$ cat config.mk
export PLATFORM = sky130hd
export DESIGN_NAME = block_bitmap_allocator
export DESIGN_NICKNAME = d
export VERILOG_FILES = /design/src/sv/bba_pkg.sv /design/src/sv/block_bitmap_allocator.sv
export SDC_FILE = /design/constraint.sdc
export NUM_CORES = 2
export LEC_CHECK = 0
export ABC_CLOCK_PERIOD_IN_PS = 67900
export BUFFER_PORTS_ARGS = -buffer_cell sky130_fd_sc_hd__buf_2
export CAP_MARGIN = 20
export CORE_MARGIN = 2
export CORE_UTILIZATION = 40
export DETAILED_ROUTE_END_ITERATION = 8
export SETUP_SLACK_MARGIN = 0.02
export SYNTH_ARGS = -nofsm -noshare
export SYNTH_HDL_FRONTEND = slang
export SYNTH_SLANG_ARGS = --single-unit
export TNS_END_PERCENT = 50
$ cat constraint.sdc
create_clock -name clk -period 67.9 [get_ports clk]
set_clock_uncertainty 0.1 [all_clocks]
set_input_delay 0 -clock clk [delete_from_list [all_inputs] [get_ports clk]]
set_output_delay 0 -clock clk [all_outputs]
set_load 0.05 [all_outputs]
$ cat src/sv/bba_pkg.sv
// Shared types and constants for the block bitmap allocator.
`default_nettype none

package bba_pkg;

  localparam logic [1:0] MODE_FIND = 2'd0;
  localparam logic [1:0] MODE_SET  = 2'd1;
  localparam logic [1:0] MODE_TEST = 2'd2;

  localparam logic [1:0] OUT_OK      = 2'd0;
  localparam logic [1:0] OUT_RANGE   = 2'd1;
  localparam logic [1:0] OUT_NOMATCH = 2'd2;
  localparam logic [1:0] OUT_USED    = 2'd3;

  localparam logic       REG_BITS_IN_USE = 1'b0;
  localparam logic [12:0] BITS_RESET     = 13'd4096;

  typedef struct packed {
    logic [1:0]  mode;
    logic [11:0] position;
    logic        bit_value;
  } bba_req_t;

  typedef struct packed {
    logic [11:0] found_position;
    logic [1:0]  outcome;
    logic [7:0]  byte_after;
  } bba_rsp_t;

  typedef enum logic [2:0] {
    ST_CLEAR,
    ST_IDLE,
    ST_WAIT,
    ST_EVAL,
    ST_POST
  } bba_state_t;

endpackage

`default_nettype wire

$ cat src/sv/block_bitmap_allocator.sv
// Block allocation bitmap with find-first, set and test requests.
// Sequence: a rejected request goes straight to the post state; set and test pass through wait,
//   evaluate and post; a find repeats wait and evaluate per byte scanned (one memory read each).
// Throughput: one request at a time; the next beat is taken once the result is registered.
// Reset: the store is cleared by a pass over MAX_BITS/8 bytes (rounded up), one byte per cycle;
//   requests stall during the pass, configuration writes are taken throughout.
`default_nettype none

module block_bitmap_allocator
  import bba_pkg::*;
#(
  parameter int MAX_BITS = 4096
) (
  input  wire logic        clk,
  input  wire logic        rst,
  input  wire logic        req_valid,
  output logic             req_stall,
  input  wire bba_req_t    req,
  output logic             rsp_valid,
  input  wire logic        rsp_stall,
  output bba_rsp_t         rsp,
  input  wire logic        psel,
  input  wire logic        penable,
  input  wire logic        pwrite,
  input  wire logic [2:0]  paddr,
  input  wire logic [31:0] pwdata,
  output logic [31:0]      prdata,
  output logic             pready
);

  localparam int DEPTH = (MAX_BITS + 7) / 8;
  localparam int AW    = (DEPTH > 1) ? $clog2(DEPTH) : 1;
  localparam int PW    = $clog2(DEPTH * 8 + 9);
  localparam int LW    = (PW > 13) ? PW : 13;

  logic [7:0]    mem [DEPTH];
  logic [7:0]    rd_data;
  logic          mem_we;
  logic [7:0]    mem_wd;

  bba_state_t    state, state_next;
  logic [AW-1:0] addr, addr_next;
  bba_req_t      cur, cur_next;
  bba_rsp_t      res, res_next;
  logic          rsp_load;
  logic [12:0]   bits_in_use;

  logic [LW-1:0] eff;
  logic [LW-1:0] bits_ext;
  logic [LW-1:0] base;
  logic [LW-1:0] cur_pos;
  logic [LW-1:0] req_pos;
  logic [LW-1:0] hit_pos;
  logic          hit;
  logic [7:0]    set_mask;
  logic [7:0]    set_byte;

  assign pready = 1'b1;

  always_ff @(posedge clk) begin
    if (rst) begin
      bits_in_use <= BITS_RESET;
    end else if (psel && penable && pwrite && paddr[2] == REG_BITS_IN_USE) begin
      bits_in_use <= pwdata[12:0];
    end
  end

  always_comb begin
    prdata = 32'd0;
    if (paddr[2] == REG_BITS_IN_USE) begin
      prdata = {19'd0, bits_in_use};
    end
  end

  assign bits_ext = LW'(bits_in_use);
  assign eff      = (bits_ext > LW'(MAX_BITS)) ? LW'(MAX_BITS) : bits_ext;
  assign base     = LW'({addr, 3'b000});
  assign cur_pos  = LW'(cur.position);
  assign req_pos  = LW'(req.position);

  always_ff @(posedge clk) begin
    if (mem_we) begin
      mem[addr] <= mem_wd;
    end
    rd_data <= mem[addr];
  end

  always_comb begin
    hit     = 1'b0;
    hit_pos = '0;
    for (int j = 7; j >= 0; j--) begin
      if ((base + LW'(j)) >= cur_pos && (base + LW'(j)) < eff &&
          rd_data[j] == cur.bit_value) begin
        hit     = 1'b1;
        hit_pos = base + LW'(j);
      end
    end
  end

  assign set_mask = 8'h01 << cur.position[2:0];
  assign set_byte = cur.bit_value ? (rd_data | set_mask) : (rd_data & ~set_mask);

  always_comb begin
    state_next = state;
    addr_next  = addr;
    cur_next   = cur;
    res_next   = res;
    req_stall  = 1'b1;
    mem_we     = 1'b0;
    mem_wd     = 8'd0;
    rsp_load   = 1'b0;
    case (state)
      ST_CLEAR: begin
        mem_we    = 1'b1;
        addr_next = addr + AW'(1);
        if (addr == AW'(DEPTH - 1)) begin
          addr_next  = '0;
          state_next = ST_IDLE;
        end
      end
      ST_IDLE: begin
        req_stall = 1'b0;
        if (req_valid) begin
          cur_next  = req;
          addr_next = AW'(req.position >> 3);
          res_next  = '0;
          if (req_pos >= eff || (req.mode != MODE_FIND && req.mode != MODE_SET &&
                                 req.mode != MODE_TEST)) begin
            res_next.outcome = OUT_RANGE;
            state_next       = ST_POST;
          end else begin
            state_next = ST_WAIT;
          end
        end
      end
      ST_WAIT: begin
        state_next = ST_EVAL;
      end
      ST_EVAL: begin
        state_next = ST_POST;
        case (cur.mode)
          MODE_FIND: begin
            if (hit) begin
              res_next.found_position = hit_pos[11:0];
              res_next.outcome        = OUT_OK;
            end else if (base + LW'(8) >= eff) begin
              res_next.outcome = OUT_NOMATCH;
            end else begin
              addr_next  = addr + AW'(1);
              state_next = ST_WAIT;
            end
          end
          MODE_SET: begin
            mem_we              = 1'b1;
            mem_wd              = set_byte;
            res_next.byte_after = set_byte;
            res_next.outcome    = OUT_OK;
          end
          default: begin
            res_next.outcome = rd_data[cur.position[2:0]] ? OUT_USED : OUT_OK;
          end
        endcase
      end
      ST_POST: begin
        if (!rsp_valid || !rsp_stall) begin
          rsp_load   = 1'b1;
          state_next = ST_IDLE;
        end
      end
      default: begin
        state_next = ST_IDLE;
      end
    endcase
  end

  always_ff @(posedge clk) begin
    if (rst) begin
      state <= ST_CLEAR;
      addr  <= '0;
    end else begin
      state <= state_next;
      addr  <= addr_next;
    end
  end

  always_ff @(posedge clk) begin
    cur <= cur_next;
    res <= res_next;
  end

  always_ff @(posedge clk) begin
    if (rst) begin
      rsp_valid <= 1'b0;
    end else if (rsp_load) begin
      rsp_valid <= 1'b1;
    end else if (!rsp_stall) begin
      rsp_valid <= 1'b0;
    end
  end

  always_ff @(posedge clk) begin
    if (rsp_load) begin
      rsp <= res;
    end
  end

endmodule

`default_nettype wire

==> After elaboration in Yosys (flattened, before gate mapping) <==
Memories as Yosys holds them, arrays and structs flattened. A register that Yosys moved wholly into a read port is not among the register bits.
Cells that the tools add are included.
{ "classes": {"n_eq_ne": 26, "add_sub_neg": 9, "reduce_logical": 36, "div_mod_pow": 0, "n_bitwise": 4, "magnitude_cmp": 20, "n_mux": 56, "multipliers": 0, "shifts": 1} }
{ "op_table": {"columns": ["op", "count"], "rows": [
  ["$mux W12", 10],
  ["$ge A13 B12 Y1", 7],
  ["$lt A13 B13 Y1", 7],
  ["$add A12 B3 Y13 const B", 4],
  ["$mux W9", 5],
  ["$pmux W22 S2", 1],
  ["$mux W8", 4],
  ["$pmux W9 S3", 1],
  ["$add A12 B2 Y13 const B", 2],
  ["$mux W13", 2],
  ["$mux W22", 1],
  ["$logic_and A1 B1 Y1", 21],
  ["$mux W3", 7],
  ["$mux W1", 18],
  ["$ne A2 B2 Y1 const B", 9],
  ["$pmux W3 S5", 1],
  ["$add A12 B1 Y13 const B", 1],
  ["$add A12 B4 Y13 const B", 1],
  ["$ge A12 B13 Y1", 1],
  ["$ge A13 B13 Y1", 1],
  ["$gt A13 B13 Y1 const B", 1],
  ["$lt A12 B13 Y1", 1],
  ["$ge A12 B12 Y1", 1],
  ["$add A9 B1 Y9 const B", 1],
  ["other kinds (28)", 44]
]} }
{ "totals": {"ramBits": 4096, "regBits": 85, "mem_count": 1, "word_cells": 166, "rom_bits": 0, "out_inout_bits": 57, "latchBits": 0} }
{ "mem_list": {"columns": ["name", "words", "word_bits", "read_ports", "rd_clocked_by_memory_dff", "write_ports", "line", "text"], "rows": [
  ["mem", 512, 8, 1, 1, 1, "block_bitmap_allocator.sv:36", "logic [7:0] mem [DEPTH];"]
]} }

==> Depth between registers and ports, before layout <==
{ "depth": {"depth_word": 16, "ltp_mapped": 19, "depth_no_buf": 13} }

==> Worst setup path before layout <==
OpenSTA, ideal clock, no wires.
{ "synth_path": {"kind": "reg2reg", "from": "register state[1]", "to": "memory mem[0][4], data pin", "slack_ns": 43.231, "n_path_buf": 3, "required_time_ns": 63.818, "setup_ns": 3.982, "path_stages_with_launch": 7, "t_arrival_ns": 20.587, "path_cell_list": "dfxtp_1 clkbuf_1 inv_1 or2_2 clkbuf_1 clkbuf_1 nor3_1"} }
{ "synth_via": {"elab_chain_cells": 2} }
{ "synth_rtl": {"columns": ["item", "line", "text"], "rows": [
  ["start: declaration", "block_bitmap_allocator.sv:41", "bba_state_t state, state_next;"],
  ["start signal: assignment", "block_bitmap_allocator.sv:181", "state <= state_next;"],
  ["$eq A3 B2 Y1", "block_bitmap_allocator.sv:112", "case (state)"],
  ["$mux W8", "block_bitmap_allocator.sv:112", null],
  ["via mem_wd[4]", "block_bitmap_allocator.sv:39", "logic [7:0] mem_wd;"],
  ["end: declaration", "block_bitmap_allocator.sv:36", null]
]} }
The timed path passes the listed nets, and every way through them passes these cells.

==> out/metrics.cfg <==
[clock_network]
numCtsBuffers = 427
clk_latency_ns = 0.99
cts_root_buf = clkbuf_16
ctsHtreeMaxLevel = 5
clk_path_buf_depth = 4
cts.reportedPaths.clkPinSlew_ns = 0.06
clock_sinks = 4189
cts_tree = built

[final_layout]
syn_to_final_growth_pct = 13.2
layout_commonest_cell = edfxtp_1
final_cell_mix = edfxtp_1, mux4_2, nor2_1, clkbuf_16, nand2_1
drive_above_1_share_pct = 27.2
layout.nets = 7685
fin_util_pct = 45.5

[synthesis]
synthDistinctLibCells = 69
ys_seq_area_share_pct = 76.7
muxShareOfSynthArea_pct = 17.9
synth_top_family_by_area = multiplexers
async_flop_share_pct = 0
synth_flop_cell = edfxtp_1
synth_adder_area_share_pct = 0.367
synth_xor_area_share_pct = 0.0750
avgSynthCellArea_sq_um = 22.5
synth-edff-count = 4155
syn_area_sq_um = 164000
ys.warnings.count = 0
synth-simple-area-share_pct = 2.56
netlist_instances = 7276
synth-seq-cells = 4189
synth_compound_area_share_pct = 0.870

[floorplan]
ios = 114
core_area_sq_um = 407000
die_y_um = 643
start_util_pct = 40.2
dieArea_sq_um = 414000
placementRows = 234
fp.dieW_um = 643

[drt]
wl_mm = 417
routed-via-count = 77500
via_per_inst = 5.80
wl_met2_mm = 199
drtPass1Iterations = 6
final_antenna_net_count = 0
top_layer = met5
routed-wl-met3_mm = 36.4
drc = 0
wl_per_cell_um = 31.2
drt-met1-wl_mm = 170
first_iter_violations = 9779

[pwr]
p_sw_share_pct = 20.6
power_frac_seq_pct = 52.7
leakage_uw = 0.0483
peakVddDrop_v = 0.0000235
power_density_nw_per_um2 = 28.8
p_comb_share_pct = 3.3
p_int_uw = 4230
p_total_uw = 5330
power_frac_clock_pct = 44.0
switchingPower_uw = 1100

[timing]
slew_headroom_pct = 12.2
setup_tns_ns = 0
report.final.slew_viol_count = 0
final_hold_viol_count = 0
max_freq_ghz = 0.137
setup_viol = 0
rsz0062_at_grt = no
holdWs_ns = 0.160
final.min_clock_period_ns = 7.28
tightest_slew_ns = 1.30
post-route-period-util_pct = 10.7

[worst_setup_path]
worstPathCellList = buf_12, buf_4, buf_4, buf_4, mux4_2, mux4_2, a2111oi_1, buf_4, nand4_1, nor4_1, o211ai_1, a21o_1
cp.depth = 12
slowest_stage = nor4_1
startpoint_type = flip-flop
timing.critical_path.buf_inv = 5
cp_common_cell = buf_4
crit_path_end_kind = flip-flop
r2r_setup_slack_ns = 60.62
r2r-start = addr[0]
r2r_end = rd_data[2]
critPathTopFamily = buffers and inverters
startpoint = addr[0]
max_stage_delay_ns = 1.11
cp.arrival_ns = 8.03
cp_max_fo = 81
worst_r2r_path_depth = 12
path_class = flip-flop to flip-flop
crit_end = rd_data[2]
crit_required_ns = 68.65

[place]
dp_hpwl_mm = 244
finalWeightedCongestion = 0.857
io_buffers = 72

[status]
status = complete, no violations

[grt]
grt-ovfl-total = 0
grt_max_degree = 212
grtUsageTotal_pct = 19.8
grt_pass1_vias = 78200
antenna_found_initial = 25
grt_pass1_wl_mm = 592

[hold_path]
hp-class = input port to flip-flop
hold_start = rst

[run]
max_cap_violations = 0

routing by layer:
metal,vias up,track usage [%]
li1,31200,-
met5,-,0
met4,6,5.06
met2,3529,31.5
met3,574,3.82
met1,42100,28.3
layout make-up:
class	count	area, sq um
inverter	25	96.3
fill	33400	222000
clock buffer	509	11100
multi-input combinational	2619	36100
clock inverter	274	2820
sequential	4189	125000
timing repair buffer	318	2820
tap	5428	6790
antenna	3	7.51
cell families after synthesis:
family | after synthesis
compound gates | 212
xor+xnor | 14
fa+ha+maj | 48
buf+inv | 486
flops | 4189
mux | 1346
other cells | 2
simple gates | 979
power groups by stage:
stage / clock network (uW) / registers [uW] / logic (uW)
after global placement: 0 / 2860 / 175
after CTS: 2380 / 2810 / 179
final: 2340 / 2810 / 176
after global routing: 2480 / 2810 / 185
after detailed placement: 0 / 2860 / 175
after floorplan: 0 / 2860 / 127
tightest hold or removal path, cell delays in order:
cell and delay (ns):
dlygate4sd3_1 0.54, buf_2 0.34, nor2_1 0.16, mux2_2 0.14
worst min path at each step:
stage               endpoint  slack (ns)  cells past startpoint
floorplan             cur[0]      -0.001                      0
global placement     cur[13]        0.11                      1
detailed placement    cur[0]        0.11                      1
CTS                  rsp[10]       0.006                      3
global route         addr[6]        0.19                      4
finish               addr[0]        0.16                      4
synth_stat cells, types with 23 or more instances:
cell      count  area share, %
mux2i_1      64           0.39
a21oi_1      57           0.17
buf_1        42          0.096
nand3_1      91           0.28
buf_6        31           0.21
o21ai_0      25          0.076
nand2_1     151           0.35
inv_1        23          0.053
clkbuf_1    220           0.50
mux4_2     1267             17
ha_1         48           0.37
edfxtp_1   4155             76
nor2_1      578            1.3
nor2b_1      44           0.17
dfxtp_1      34           0.42
buf_4        56           0.26
nand4_1      23          0.088
nor3_1       38           0.12
buf_2       108           0.33
a22oi_1      26           0.12
timing repair:
item,4_1_cts,5_1_grt
endpoints found under the setup margin,0,0
resized for setup,0,0
hold buffers,88,1
buffers inserted,0,0
hold endpoints to repair,81,4
sequential cells by signal, indices dropped and copies added (netlist names):
| name | cells |
|---|---|
| mem | 4096 |
| cur | 15 |
| rsp_valid | 1 |
| rsp | 22 |
| state | 3 |
| rd_data | 8 |
| res | 22 |
| addr | 9 |
| bits_ext | 13 |
metrics by stage:
stage | worst slack [ns] | instance area, sq um | instances
2_1_floorplan | 43.23 | 164000 | 7294
3_3_place_gp | 60.66 | 170000 | 12500
3_5_place_dp | 60.65 | 170000 | 12500
4_1_cts | 60.64 | 185000 | 13400
5_1_grt | 60.35 | 185000 | 13400
6_report | 60.62 | 185000 | 13400
Power figures use the tool's default switching activity.
